==> src/hw/rtl/eati_pkg.sv <==
// Package with shared types and constants for the encoder angle interpolator.
package eati_pkg;

    localparam int DEPTH = 1024;
    localparam int AW = $clog2(DEPTH);
    localparam int CW = AW + 1;
    localparam logic [24:0] FULL_CIRCLE = 25'd23592960;
    localparam logic [24:0] HALF_CIRCLE = 25'd11796480;
    localparam logic [26:0] WIN_RESET = 27'd1000000;

    localparam logic [2:0] CASE_EMPTY  = 3'd0;
    localparam logic [2:0] CASE_SINGLE = 3'd1;
    localparam logic [2:0] CASE_BEFORE = 3'd2;
    localparam logic [2:0] CASE_INTERP = 3'd3;
    localparam logic [2:0] CASE_EXTRAP = 3'd4;

    localparam logic REQ_PUSH  = 1'b0;
    localparam logic REQ_QUERY = 1'b1;

    typedef struct packed {
        logic        req_type;
        logic [47:0] time_us;
        logic [15:0] encoder_count;
    } eati_in_t;

    typedef struct packed {
        logic [24:0] angle_q16;
        logic [2:0]  case_code;
        logic        stale;
    } eati_out_t;

    // Commands from the controller to the datapath.
    typedef struct packed {
        logic latch_in;    // capture the transaction and start the count conversion
        logic push_write;  // append the converted sample
        logic prune_rd;    // read the oldest sample
        logic prune_drop;  // drop the oldest sample if too old
        logic srch_init;
        logic srch_rd;     // read sample at mid
        logic srch_step;   // update bounds from read data
        logic pair_rd1;    // read earlier bracketing sample
        logic pair_rd2;    // read later bracketing sample
        logic mul_step;    // one multiplier partial product
        logic div_init;
        logic div_step;    // one restoring division step
        logic finish;      // form the result
    } eati_cmd_t;

    // Status from the datapath to the controller.
    typedef struct packed {
        logic is_query;
        logic prune_more;   // oldest sample is older than the window
        logic srch_done;
        logic trivial;      // result needs no division
        logic mul_done;
        logic div_done;
    } eati_sts_t;

endpackage

==> src/hw/rtl/eati_ctrl.sv <==
// Controller state machine sequencing pushes, pruning and queries.
module eati_ctrl
    import eati_pkg::*;
(
    input  logic      aclk,
    input  logic      aresetn,
    input  logic      s_valid,
    output logic      s_ready,
    output logic      m_valid,
    input  logic      m_ready,
    input  eati_sts_t sts,
    output eati_cmd_t cmd
);

    typedef enum logic [12:0] {
        ST_IDLE  = 13'b0000000000001,
        ST_DEC   = 13'b0000000000010,
        ST_CONV  = 13'b0000000000100,
        ST_PRD   = 13'b0000000001000,
        ST_PCHK  = 13'b0000000010000,
        ST_SINIT = 13'b0000000100000,
        ST_SRD   = 13'b0000001000000,
        ST_SCHK  = 13'b0000010000000,
        ST_PAIR1 = 13'b0000100000000,
        ST_PAIR2 = 13'b0001000000000,
        ST_MUL   = 13'b0010000000000,
        ST_DIV   = 13'b0100000000000,
        ST_FIN   = 13'b1000000000000
    } state_t;

    state_t state_reg, state_next;
    logic   out_valid_reg;

    assign s_ready = (state_reg == ST_IDLE);
    assign m_valid = out_valid_reg;

    // Next state and commands.
    always_comb begin
        state_next = state_reg;
        cmd = '0;
        unique case (state_reg)
            ST_IDLE: begin
                if (s_valid && s_ready) begin
                    cmd.latch_in = 1'b1;
                    state_next = ST_DEC;
                end
            end
            ST_DEC: state_next = sts.is_query ? ST_SINIT : ST_CONV;
            ST_CONV: begin
                cmd.push_write = 1'b1;
                state_next = ST_PRD;
            end
            ST_PRD: begin
                cmd.prune_rd = 1'b1;
                state_next = ST_PCHK;
            end
            ST_PCHK: begin
                cmd.prune_drop = 1'b1;
                state_next = sts.prune_more ? ST_PRD : ST_IDLE;
            end
            ST_SINIT: begin
                cmd.srch_init = 1'b1;
                state_next = ST_SRD;
            end
            ST_SRD: begin
                if (sts.srch_done) begin
                    state_next = ST_PAIR1;
                end else begin
                    cmd.srch_rd = 1'b1;
                    state_next = ST_SCHK;
                end
            end
            ST_SCHK: begin
                cmd.srch_step = 1'b1;
                state_next = ST_SRD;
            end
            ST_PAIR1: begin
                cmd.pair_rd1 = 1'b1;
                state_next = ST_PAIR2;
            end
            ST_PAIR2: begin
                cmd.pair_rd2 = 1'b1;
                state_next = ST_MUL;
            end
            ST_MUL: begin
                cmd.mul_step = 1'b1;
                if (sts.mul_done) begin
                    cmd.div_init = 1'b1;
                    state_next = sts.trivial ? ST_FIN : ST_DIV;
                end
            end
            ST_DIV: begin
                if (sts.div_done) state_next = ST_FIN;
                else cmd.div_step = 1'b1;
            end
            ST_FIN: begin
                if (!out_valid_reg || m_ready) begin
                    cmd.finish = 1'b1;
                    state_next = ST_IDLE;
                end
            end
            default: state_next = ST_IDLE;
        endcase
    end

    always_ff @(posedge aclk) begin
        if (!aresetn) begin
            state_reg <= ST_IDLE;
            out_valid_reg <= 1'b0;
        end else begin
            state_reg <= state_next;
            if (cmd.finish) out_valid_reg <= 1'b1;
            else if (m_ready) out_valid_reg <= 1'b0;
        end
    end

endmodule

==> config.mk <==
export PLATFORM = sky130hd
export DESIGN_NAME = eati_ctrl
export DESIGN_NICKNAME = d
export VERILOG_FILES = /design/src/hw/rtl/eati_pkg.sv /design/src/hw/rtl/eati_ctrl.sv
export SDC_FILE = /design/constraint.sdc
export NUM_CORES = 1
export LEC_CHECK = 0
export BUFFER_PORTS_ARGS = -buffer_cell sky130_fd_sc_hd__buf_4
export CAP_MARGIN = 20
export CORE_MARGIN = 8
export CORE_UTILIZATION = 50
export CTS_CLUSTER_SIZE = 40
export DETAILED_ROUTE_END_ITERATION = 6
export PLACE_DENSITY = 0.73
export SYNTH_ARGS = -nofsm -noshare
export SYNTH_HDL_FRONTEND = slang
export SYNTH_SLANG_ARGS = --single-unit
==> constraint.sdc <==
create_clock -name aclk -period 1.8 [get_ports aclk]
set_input_delay 0.09 -clock aclk [delete_from_list [all_inputs] [get_ports aclk]]
set_output_delay 0.09 -clock aclk [all_outputs]
set_load 0.02 [all_outputs]
After elaboration in Yosys (flattened, before gate mapping)
Index checks and enable logic that the tools add are counted.
{"block": "word_totals", "ff_bits": 14, "latchBits": 0, "ramBits": 0, "romBits": 0, "memories": 0}
{"block": "op_classes", "addsub": 0, "n_mul": 0, "div_mod_pow": 0, "order_cmp": 0, "n_eq_ne": 17, "shift": 0, "mux": 28, "n_bitwise": 0, "n_reduce_logical": 6}
{"operator": "$pmux W13 S12", "n": 1}
{"operator": "$mux W13", "n": 5}
{"operator": "$mux W1", "n": 18}
{"operator": "$eq A13 B1 Y1 const B", "n": 1}
{"operator": "$eq A13 B10 Y1 const B", "n": 1}
{"operator": "$eq A13 B11 Y1 const B", "n": 1}
{"operator": "$eq A13 B12 Y1 const B", "n": 1}
{"operator": "$eq A13 B13 Y1 const B", "n": 1}
{"operator": "$eq A13 B2 Y1 const B", "n": 1}
{"operator": "$eq A13 B3 Y1 const B", "n": 1}
{"operator": "$eq A13 B4 Y1 const B", "n": 1}
{"operator": "$eq A13 B5 Y1 const B", "n": 1}
{"operator": "$eq A13 B6 Y1 const B", "n": 1}
{"operator": "$eq A13 B7 Y1 const B", "n": 1}
{"operator": "$eq A13 B8 Y1 const B", "n": 1}
{"operator": "$eq A13 B9 Y1 const B", "n": 1}
{"operator": "$mux W9", "n": 1}
{"operator": "$mux W6", "n": 1}
{"operator": "$ne A2 B2 Y1 const B", "n": 3}
{"operator": "$mux W4", "n": 1}
{"operator": "$reduce_and A4 Y1", "n": 1}
{"operator": "$mux W2", "n": 1}
{"operator": "$ne A2 B1 Y1 const B", "n": 1}
{"operator": "$reduce_bool A2 Y1", "n": 1}
{"operator": "4 further kinds", "n": 4}

Longest topological paths before layout
{"block": "logic_depth", "depth_word": 5, "mapped_depth": 6, "mapped_depth_nobuf": 5}

Worst setup path before layout
No wires, ideal clock.
{"block": "synth_path", "path_kind": "reg-to-reg", "start": "register state_reg[8]", "end": "register state_reg[7]", "setup_ns": 0.096, "arrival_time_ns": 1.828, "slack_ns": -0.124, "stages_incl_launch_ff": 5, "n_path_buf": 0, "period_less_slack_ns": 1.924, "cell_sequence": "dfxtp_1 nor4_4 nand3_1 nor4_1 nor4b_1"}
{"block": "synth_between", "elab_chain_len": 4}
{"element": "from (decl)", "line_no": "eati_ctrl.sv:31", "text": "state_t state_reg, state_next;"}
{"element": "from (signal assigned)", "line_no": "eati_ctrl.sv:111", "text": "state_reg <= state_next;"}
{"element": "$eq A13 B1 Y1", "line_no": "eati_ctrl.sv:34, eati_ctrl.sv:41"}
{"element": "$logic_and A1 B1 Y1", "line_no": "eati_ctrl.sv:43", "text": "if (s_valid && s_ready) begin"}
{"element": "$ne A2 B1 Y1 (no source line)"}
{"element": "$reduce_and A4 Y1 (no source line)"}
Several ways; a longest one is shown, not always the timed one.
A chain may end at the register's enable or synchronous reset.

==> reports/metrics.csv <==
metric;value;unit
viasPerCell;5.90;
synth.area.top_cells;dfxtp_1, nor4_4, nor2_1, nor3_1, nor4b_1;
drc;0;
wl_per_cell;18.6;µm
yosysSeqAreaShare;29.2;%
yosysTopAreaCellShare;29.2;%
place_congestion;0.819;
total_power;0.767;mW
cts.path.max_buffers;2;
diodes;0;
dieHeight;59.8;µm
synth_flop_cell;dfxtp_1;
dp_hpwl;2.14;mm
status;complete, but fails checks;
power.static_leakage;0.693;nW
io_buffers;24;
max_freq;515;MHz
finalHoldViolCount;0;
cts_buffers;3;
worstPathRequired;1.71;ns
worstSkewPairLatency;0.29;ns
p_per_area;457;nW/µm²
clock-sinks;14;
setup_viol;15;
synth_enable_flop_cells;0;
holdPathEnd;state_reg[8];
drive_gt1_share;60.1;%
ys_ff_latch;14;
cap_violations;0;
fp.dieW;59.8;µm
path_class;reg2out;
grt_max_degree;13;
yosys_warnings;0;
preCtsSetupSlack;0.0377;ns
crit_arrival;1.85;ns
synth_area_leader_cell;dfxtp_1;
worst_pin_slew;0.394;ns
period_needed;1.94;ns
grt_pass1_vias;1184;
worstHoldStart;sts[3];
seq_area;302;µm²
postRouteWirelength;3.72;mm
rr_startpoint;state_reg[11];
num_rows;16;
postSynthAreaPerCell;8.26;µm²
cts_tree;yes;
fin_crit_sh;108;%
drt_iter0_markers;36;
synth_cell_type_count;39;
die_area;3570;µm²
largest_reg_flops;13;
antenna_left;0;
reg2regPathDepth;7;
async_reset_ff_share;0;%
worst-path-max-fanout;4;
grtUsageTotal;18.5;%
multiInputGateArea;836;µm²
fill_cells;95;
start_util;50.9;%
ys_top_cells_by_count;dfxtp_1, nor2_1, nor3_1, nand2_1, nand2b_1;
nNetsFinal;184;
synth_nets;126;
rsz0062_at_grt;yes;
num_vias;1179;
skew;0.00779;ns
synth_area;958;µm²
grt_antenna_before_repair;0;
ir_worst_vdd;0.526;mV
drt_pass1_iterations;4;
crit_start;state_reg[11];
syn_inst;116;
start_kind;flop;
hold_path.class;in2reg;
core_area;1880;µm²
area_delta_synth_final;75.2;%
endpoint_kind;output pin;
h-tree-depth;1;
r2r_slack;-0.10;ns
violations;setup timing;
relSlewSlack;73.6;%
cts.clk_slew.worst_paths;0.08;ns
ios;25;
maxSlewViolCount;0;
overflow;0;
grt_pass1_wl;5.07;mm
r2r-end;state_reg[3];
fin_ws;-0.143;ns
whs_path_depth;3;
ctsRootBufferMaster;clkbuf_4;
repair_timing:
action / 4_1_cts / 5_1_grt
hold buffers: 1 / 0
endpoints found under the setup margin: 10 / 21
hold endpoints to repair: 1 / 0
resized for setup: 24 / 35
setup buffers: 12 / 9
pin swaps: 8 / 9
report_power, final:
part	switching [mW]	total, mW	internal [mW]
Clock	0.112	0.235	0.123
Combinational	0.107	0.212	0.105
Sequential	0.00999	0.320	0.310
worst max-delay path: stages (launching register included):
cell and delay, ns:
dfxtp_4 0.37, nor4_4 0.38, buf_4 0.20, nand4_1 0.16
nor3b_2 0.27, buf_4 0.19
placed cells by master (no fill, tap or decap), types with 4 or more instances in the layout:
cell,Yosys,layout
buf_4,1,44
buf_6,0,11
dfxtp_1,14,5
dfxtp_2,0,5
dfxtp_4,0,4
nand2_1,6,6
nand2b_1,5,5
nand3_2,1,4
nand3b_1,4,4
nor2_1,14,9
nor3_1,9,6
nor4_4,3,4
or4_4,1,4
how the worst max path moves through the flow:
stage                     cells after the start            to
after floorplan                               4  state_reg[3]
after global placement                        4  state_reg[0]
after detailed placement                      4  state_reg[0]
after CTS                                     5        cmd[0]
after global routing                          6       cmd[12]
final                                         5       cmd[10]
through the flow:
| stage | utilization (%) | setup TNS, ns | std cells | area [µm²] | hold slack, ns |
|---|---|---|---|---|---|
| after floorplan | - | 0 | 116 | 980 | 0.169 |
| after global placement | 67.3 | 0 | 176 | 1270 | 0.267 |
| after detailed placement | 67.3 | 0 | 176 | 1270 | 0.281 |
| after CTS | 78.5 | -0.228 | 192 | 1480 | 0.0433 |
| after global routing | 89.2 | -2.73 | 200 | 1680 | 0.0614 |
| final | 89.2 | -1.16 | 200 | 1680 | 0.0432 |
layer usage:
| layer | wire length [µm] | global-route usage, % | vias up |
|---|---|---|---|
| li1 | - | - | 551 |
| met3 | 202 | 4.95 | 13 |
| met4 | 108 | 8.50 | 0 |
| met2 | 1830 | 32.3 | 44 |
| met5 | 0 | 0 | - |
| met1 | 1580 | 20.1 | 571 |
area by class of cell:
cell class	count	area share [%]
Tap cell	27	2.01
Multi-Input combinational cell	97	49.8
Clock buffer	4	2.16
Inverter	2	0.447
Sequential cell	14	18.0
Timing Repair Buffer	56	27.6
logic make-up (layout without fill, tap and decap cells):
group	after synthesis	after routing	share of synthesized area, %
and+or+nand+nor	76	76	51.8
DFF	14	14	29.2
buffers and inverters	5	62	2.61
AOI/OAI and AO/OA	17	17	12.7
xor gates and xnor gates	4	4	3.66
No activity file was read; power rests on OpenSTA's default activity.
